**config.mk**
```make
export PLATFORM = sky130hd
export DESIGN_NAME = dedup_fifo_queue
export DESIGN_NICKNAME = d
export VERILOG_FILES = /design/src/dfq_pkg.sv /design/src/dfq_cell.sv /design/src/dedup_fifo_queue.sv
export SDC_FILE = /design/constraint.sdc
export NUM_CORES = 1
export LEC_CHECK = 0
export BUFFER_PORTS_ARGS = -buffer_cell sky130_fd_sc_hd__buf_2
export CAP_MARGIN = 25
export CELL_PAD_IN_SITES_DETAIL_PLACEMENT = 0
export CELL_PAD_IN_SITES_GLOBAL_PLACEMENT = 1
export CORE_MARGIN = 5
export CORE_UTILIZATION = 54
export DETAILED_ROUTE_END_ITERATION = 10
export GPL_TIMING_DRIVEN = 0
export HOLD_SLACK_MARGIN = 0.15
export PLACE_DENSITY = 0.84
export SYNTH_ARGS = -nofsm -noshare
export SYNTH_HDL_FRONTEND = slang
export SYNTH_SLANG_ARGS = --single-unit
```
**constraint.sdc**
```tcl
create_clock -name clk -period 6.2 [get_ports clk]
set_input_delay 0.62 -clock clk [delete_from_list [all_inputs] [get_ports clk]]
set_output_delay 0.62 -clock clk [all_outputs]
set_load 0.02 [all_outputs]
```
**src/dfq_pkg.sv**
```systemverilog
// Shared constants, codes and types for the duplicate-checking FIFO queue.
package dfq_pkg;

  localparam int DEPTH       = 16;
  localparam int CNT_W       = $clog2(DEPTH + 1);
  localparam int ID_W        = 16;
  localparam int ACT_W       = 8;
  localparam int NUM_ACTIONS = 4;
  localparam int ACTS_W      = ACT_W * NUM_ACTIONS;
  localparam int REQ_W       = 2;
  localparam int STATUS_W    = 2;
  localparam int COUNT_OUT_W = 5;

  typedef enum logic [REQ_W-1:0] {
    REQ_PUSH   = 2'd0,
    REQ_POP    = 2'd1,
    REQ_LOOKUP = 2'd2,
    REQ_CLEAR  = 2'd3
  } req_t;

  typedef enum logic [STATUS_W-1:0] {
    ST_OK    = 2'd0,
    ST_DUP   = 2'd1,
    ST_FULL  = 2'd2,
    ST_EMPTY = 2'd3
  } status_t;

  typedef struct packed {
    logic shift;
    logic load;
  } cell_ctl_t;

endpackage

```
**src/dfq_cell.sv**
```systemverilog
// One storage cell of the queue chain: holds an entry and compares its id.
module dfq_cell (
  input  logic                       clk,
  input  dfq_pkg::cell_ctl_t         ctl,
  input  logic                       occupied,
  input  logic [dfq_pkg::ID_W-1:0]   nb_id,
  input  logic [dfq_pkg::ACTS_W-1:0] nb_acts,
  input  logic [dfq_pkg::ID_W-1:0]   new_id,
  input  logic [dfq_pkg::ACTS_W-1:0] new_acts,
  input  logic [dfq_pkg::ID_W-1:0]   cmp_id,
  output logic [dfq_pkg::ID_W-1:0]   id,
  output logic [dfq_pkg::ACTS_W-1:0] acts,
  output logic                       match
);
  import dfq_pkg::*;

  always_ff @(posedge clk) begin
    if (ctl.load) begin
      id   <= new_id;
      acts <= new_acts;
    end else if (ctl.shift) begin
      id   <= nb_id;
      acts <= nb_acts;
    end
  end

  assign match = occupied && (id == cmp_id);

endmodule

```
**src/dedup_fifo_queue.sv**
```systemverilog
// Duplicate-checking FIFO queue built as a chain of storage cells.
// The result of a request is registered and appears in the cycle after its input transfer.
// Throughput: one request per cycle while results are taken; the input stalls
// only while the output register holds a result that has not been taken.
// Pop shifts the whole chain toward the head cell in the same cycle.
// Synchronous reset empties the queue and the output register; entry data is undefined.
module dedup_fifo_queue (
  input  logic                            clk,
  input  logic                            rst,
  input  logic                            in_valid,
  output logic                            in_stall,
  input  logic [dfq_pkg::REQ_W-1:0]       req_type,
  input  logic [dfq_pkg::ID_W-1:0]        parcel_id,
  input  logic [dfq_pkg::ACT_W-1:0]       action_0,
  input  logic [dfq_pkg::ACT_W-1:0]       action_1,
  input  logic [dfq_pkg::ACT_W-1:0]       action_2,
  input  logic [dfq_pkg::ACT_W-1:0]       action_3,
  output logic                            out_valid,
  input  logic                            out_stall,
  output logic [dfq_pkg::STATUS_W-1:0]    status,
  output logic                            found,
  output logic [dfq_pkg::ID_W-1:0]        out_id,
  output logic [dfq_pkg::ACT_W-1:0]       out_action_0,
  output logic [dfq_pkg::ACT_W-1:0]       out_action_1,
  output logic [dfq_pkg::ACT_W-1:0]       out_action_2,
  output logic [dfq_pkg::ACT_W-1:0]       out_action_3,
  output logic [dfq_pkg::COUNT_OUT_W-1:0] entry_count
);
  import dfq_pkg::*;

  logic [CNT_W-1:0]  count;
  logic [CNT_W-1:0]  count_next;
  logic [ID_W-1:0]   cell_id   [DEPTH+1];
  logic [ACTS_W-1:0] cell_acts [DEPTH+1];
  logic [DEPTH-1:0]  match;
  logic [ACTS_W-1:0] new_acts;
  logic              accept;
  logic              any_match;
  logic              full;
  logic              do_push;
  logic              do_pop;
  status_t           res_status;
  logic              res_found;
  logic [ID_W-1:0]   res_id;
  logic [ACTS_W-1:0] res_acts;
  req_t              req;

  assign in_stall  = out_valid && out_stall;
  assign accept    = in_valid && !in_stall;
  assign req       = req_t'(req_type);
  assign new_acts  = {action_3, action_2, action_1, action_0};
  assign any_match = |match;
  assign full      = (count == CNT_W'(DEPTH));

  assign cell_id[DEPTH]   = '0;
  assign cell_acts[DEPTH] = '0;

  for (genvar k = 0; k < DEPTH; k++) begin : g_cell
    cell_ctl_t ctl;
    assign ctl.load  = accept && do_push && (count == CNT_W'(k));
    assign ctl.shift = accept && do_pop;

    dfq_cell u_cell (
      .clk      (clk),
      .ctl      (ctl),
      .occupied (CNT_W'(k) < count),
      .nb_id    (cell_id[k+1]),
      .nb_acts  (cell_acts[k+1]),
      .new_id   (parcel_id),
      .new_acts (new_acts),
      .cmp_id   (parcel_id),
      .id       (cell_id[k]),
      .acts     (cell_acts[k]),
      .match    (match[k])
    );
  end

  always_comb begin
    res_status = ST_OK;
    res_found  = 1'b0;
    res_id     = '0;
    res_acts   = '0;
    do_push    = 1'b0;
    do_pop     = 1'b0;
    count_next = count;
    unique case (req)
      REQ_PUSH: begin
        if (any_match) begin
          res_status = ST_DUP;
          res_found  = 1'b1;
        end else if (full) begin
          res_status = ST_FULL;
        end else begin
          do_push    = 1'b1;
          count_next = count + CNT_W'(1);
        end
      end
      REQ_POP: begin
        if (count == '0) begin
          res_status = ST_EMPTY;
        end else begin
          do_pop     = 1'b1;
          res_id     = cell_id[0];
          res_acts   = cell_acts[0];
          count_next = count - CNT_W'(1);
        end
      end
      REQ_LOOKUP: begin
        res_found = any_match;
      end
      REQ_CLEAR: begin
        count_next = '0;
      end
      default: begin
        count_next = count;
      end
    endcase
  end

  always_ff @(posedge clk) begin
    if (rst) begin
      count     <= '0;
      out_valid <= 1'b0;
    end else if (accept) begin
      count     <= count_next;
      out_valid <= 1'b1;
    end else if (!out_stall) begin
      out_valid <= 1'b0;
    end
  end

  always_ff @(posedge clk) begin
    if (accept) begin
      status       <= res_status;
      found        <= res_found;
      out_id       <= res_id;
      out_action_0 <= res_acts[ACT_W-1:0];
      out_action_1 <= res_acts[2*ACT_W-1:ACT_W];
      out_action_2 <= res_acts[3*ACT_W-1:2*ACT_W];
      out_action_3 <= res_acts[4*ACT_W-1:3*ACT_W];
      entry_count  <= COUNT_OUT_W'(count_next);
    end
  end

endmodule

```
==> impl_metrics.sql <==
INSERT INTO impl_metrics (metric_group, metric, value, unit) VALUES
('outcome', 'run_status', 'completed', ''),
('grt', 'grt.overflow.total', '0', ''),
('final_layout', 'drive_above_1_share', '41.1', '%'),
('clock_network', 'clkSlewWorstSetupHoldPaths', '0.06', 'ns'),
('logic_synthesis', 'ys_types', '52', ''),
('detailed_routing', 'wl_per_cell', '26.2', 'um'),
('power', 'power_switching_share', '22.5', '%'),
('detailed_routing', 'met3RoutedLength', '6.61', 'mm'),
('setup_path', 'worstSetupEndpointType', 'flop', ''),
('logic_synthesis', 'number_of_flops_mapped_to_enable_cells_by_yosys', '824', ''),
('grt', 'antenna_found_initial', '6', ''),
('final_layout', 'mostFrequentLayoutCell', 'sky130_fd_sc_hd__edfxtp_1', ''),
('setup_path', 'worst_path_dominant_cell_family', 'simple AND/OR/NAND/NOR gates', ''),
('power', 'share_clk_of_total_power', '41.9', '%'),
('detailed_routing', 'route.top_layer_used', 'met5', ''),
('placement', 'gp_congestion', '0.897', ''),
('detailed_routing', 'routed_wirelength', '94.2', 'mm'),
('logic_synthesis', 'synth.yosys.warnings', '0', ''),
('sta', 'final.hold.worst_slack', '0.221', 'ns'),
('final_layout', 'fin_nets', '2620', ''),
('floorplanning', 'die_w', '277', 'um'),
('placement', 'sum_of_net_half_perimeters_after_detailed_placement', '64.4', 'mm'),
('setup_path', 'timing.critical_path.fanout_max', '48', ''),
('power', 'power_leakage', '14.7', 'nW'),
('sta', 'worst_pin_slew', '1.03', 'ns'),
('floorplanning', 'floorplan.die_area', '76800', 'um2'),
('sta', 'setup_violations', '0', ''),
('detailed_routing', 'num_vias', '20800', ''),
('sta', 'clock_skew_after_layout', '0.0223', 'ns'),
('final_layout', 'layout.cells.most_common_list', 'sky130_fd_sc_hd__edfxtp_1, sky130_fd_sc_hd__mux2_2, sky130_fd_sc_hd__xor2_1', ''),
('power', 'seq_power_share', '51.4', '%'),
('logic_synthesis', 'synth.net_count', '2426', ''),
('clock_network', 'cts.repair.resized', '0', ''),
('hold_path', 'worst_hold_path_type', 'input port to flop', ''),
('logic_synthesis', 'synth.yosys.seq_area_share', '64.5', '%'),
('detailed_routing', 'viasPerCell', '5.80', ''),
('logic_synthesis', 'avgSynthCellArea', '16.3', 'um2'),
('floorplanning', 'area_inside_the_core_boundary', '71100', 'um2'),
('detailed_routing', 'drt_pre_antenna_iters', '5', ''),
('logic_synthesis', 'yosys_register_bits', '830', ''),
('clock_network', 'clk_path_buf_depth', '3', ''),
('clock_network', 'root_buffer', 'sky130_fd_sc_hd__clkbuf_16', ''),
('floorplanning', 'design.portCount', '112', ''),
('power', 'max-vdd-ir-drop', '0.201', 'mV'),
('power', 'net-switching-power', '2.82', 'mW'),
('grt', 'grt_max_degree', '51', ''),
('power', 'power.internal', '9.72', 'mW'),
('run', 'cap_violations', '0', ''),
('detailed_routing', 'initialDrtViolationCount', '1745', ''),
('clock_network', 'tritoncts_num_sinks', '830', ''),
('final_layout', 'final_cell_area', '43300', 'um2'),
('sta', 'period_minus_slack', '5.71', 'ns'),
('final_layout', 'area.growth.synth_to_final', '12.4', '%'),
('sta', 'final_min_period_over_clock_period', '92.0', '%'),
('grt', 'number_of_global_route_vias_before_repair', '21200', ''),
('final_layout', 'nFillCells', '5277', ''),
('logic_synthesis', 'synth_flop_cell', 'sky130_fd_sc_hd__edfxtp_1', ''),
('placement', 'place.port_buffers', '95', ''),
('logic_synthesis', 'postSynthCellCount', '2367', ''),
('setup_path', 'path_cells', 'clkbuf_1 -> nor2_1 -> nor2_1 -> o21ai_0 -> o22ai_1 -> nor4_1 -> nand4_1 -> buf_2 -> nor3_2 -> buf_2 -> buf_2 -> nand2b_4', ''),
('setup_path', 'cp.required', '6.45', 'ns'),
('floorplanning', 'die_height', '277', 'um'),
('setup_path', 'cpPeakStageDelay', '0.84', 'ns'),
('clock_network', 'worst_skew_pair.late_latency', '0.64', 'ns'),
('clock_network', 'cts_tree', 'yes', ''),
('power', 'pwr_density_cell', '289', 'nW/um2'),
('logic_synthesis', 'asyncSetResetFlopFracSynth', '0', '%'),
('floorplanning', 'initial_core_util', '54.2', '%'),
('grt', 'global_route_wire_length_before_repair', '138', 'mm'),
('sta', 'fmax', '175', 'MHz'),
('power', 'report.power.total', '12.5', 'mW');
-- final timing paths --
kind / startpoint / to / slack (ns) / depth (start not counted)
worst max-delay path: count[1] / g_cell[3].u_cell.acts[6] / 0.49 / 12
worst min-delay path: in_valid / out_valid / 0.22 / 3
worst max register to register: count[1] / g_cell[3].u_cell.acts[6] / 0.49 / 12
worst min register to register: g_cell[0].u_cell.acts[24] / out_action_3[0] / 0.51 / 1
-- synthesized netlist by cell type (6+ instances only) --
cell type	number	area [um2]
sky130_fd_sc_hd__edfxtp_1	824	24700
sky130_fd_sc_hd__mux2_2	680	7660
sky130_fd_sc_hd__xor2_1	214	1870
sky130_fd_sc_hd__and2_1	97	607
sky130_fd_sc_hd__buf_2	79	395
sky130_fd_sc_hd__clkbuf_1	77	289
sky130_fd_sc_hd__nor4_1	52	325
sky130_fd_sc_hd__xnor2_1	44	385
sky130_fd_sc_hd__nand2_1	34	128
sky130_fd_sc_hd__buf_4	22	165
sky130_fd_sc_hd__mux2_1	22	248
sky130_fd_sc_hd__nor2_1	20	75.1
sky130_fd_sc_hd__mux2_4	18	270
sky130_fd_sc_hd__nand3_1	18	90.1
sky130_fd_sc_hd__a21oi_1	17	85.1
sky130_fd_sc_hd__buf_6	17	191
sky130_fd_sc_hd__nand4_1	15	93.8
sky130_fd_sc_hd__nor3_1	15	75.1
sky130_fd_sc_hd__o21ai_0	15	75.1
sky130_fd_sc_hd__nand2b_1	12	75.1
sky130_fd_sc_hd__inv_1	10	37.5
sky130_fd_sc_hd__dfxtp_1	6	120
sky130_fd_sc_hd__nor3_2	6	60.1
-- sequential cells by signal, summed over array words and instances (netlist names) --
name                flops
count                   5
entry_count             5
found                   1
g_cell.u_cell.acts    512
g_cell.u_cell.id      256
out_action_0            8
out_action_1            8
out_action_2            8
out_action_3            8
out_id                 16
out_valid               1
status                  2
-- cell families (layout without fill, tap and decap cells) --
| family | count (synthesis) | in the layout | share of synthesized area, % |
|---|---|---|---|
| AOI/OAI and AO/OA | 58 | 58 | 0.952 |
| and+or+nand+nor | 288 | 288 | 4.43 |
| buffers and inverters | 208 | 475 | 2.83 |
| muxes | 720 | 720 | 21.2 |
| DFF | 830 | 830 | 64.5 |
| other | 0 | 5 | 0 |
| adders and majority gates | 5 | 5 | 0.162 |
| xor gates and xnor gates | 258 | 258 | 5.87 |
-- metal layers --
layer	global-route usage [%]	vias up
met5	0	-
met2	39.8	742
li1	-	9315
met1	31.9	10600
met4	8.44	4
met3	4.97	158
-- area by class of cell --
cell class                      instances  area, um2  share of cell area (%)
Sequential cell                       830      24900                    57.4
Multi-Input combinational cell       1329      12700                    29.2
Clock buffer                          112       2360                    5.46
Tap cell                              950       1190                    2.74
Buffer                                198       1060                    2.44
Timing Repair Buffer                  105        651                    1.50
Clock inverter                         50        479                    1.11
Inverter                               10       37.5                  0.0867
Antenna cell                            5       12.5                  0.0289
-- per-stage QoR --
stage / instances / setup slack (ns) / util [%]
6_report: 3589 / 0.494 / 60.9
5_1_grt: 3585 / 0.411 / 60.9
4_1_cts: 3583 / 0.642 / 60.9
3_5_place_dp: 3421 / 0.394 / 56.9
3_3_place_gp: 3412 / -2.36 / 56.5
2_1_floorplan: 2367 / 1.28 / -
-- power by group through the flow --
stage	Combinational (mW)	Clock, mW	Sequential [mW]
detailed placement	0.840	0	6.56
floorplan	0.479	0	6.58
global route	0.897	5.56	6.45
global placement	0.806	0	6.57
finish	0.844	5.25	6.44
CTS	0.845	5.31	6.44
-- tightest hold or removal path, delay by kind of cell --
kind,cells,cell delay (ns)
buf+inv,1,0.09
simple gates,2,0.11
No activity file was read; power rests on OpenSTA's default activity.
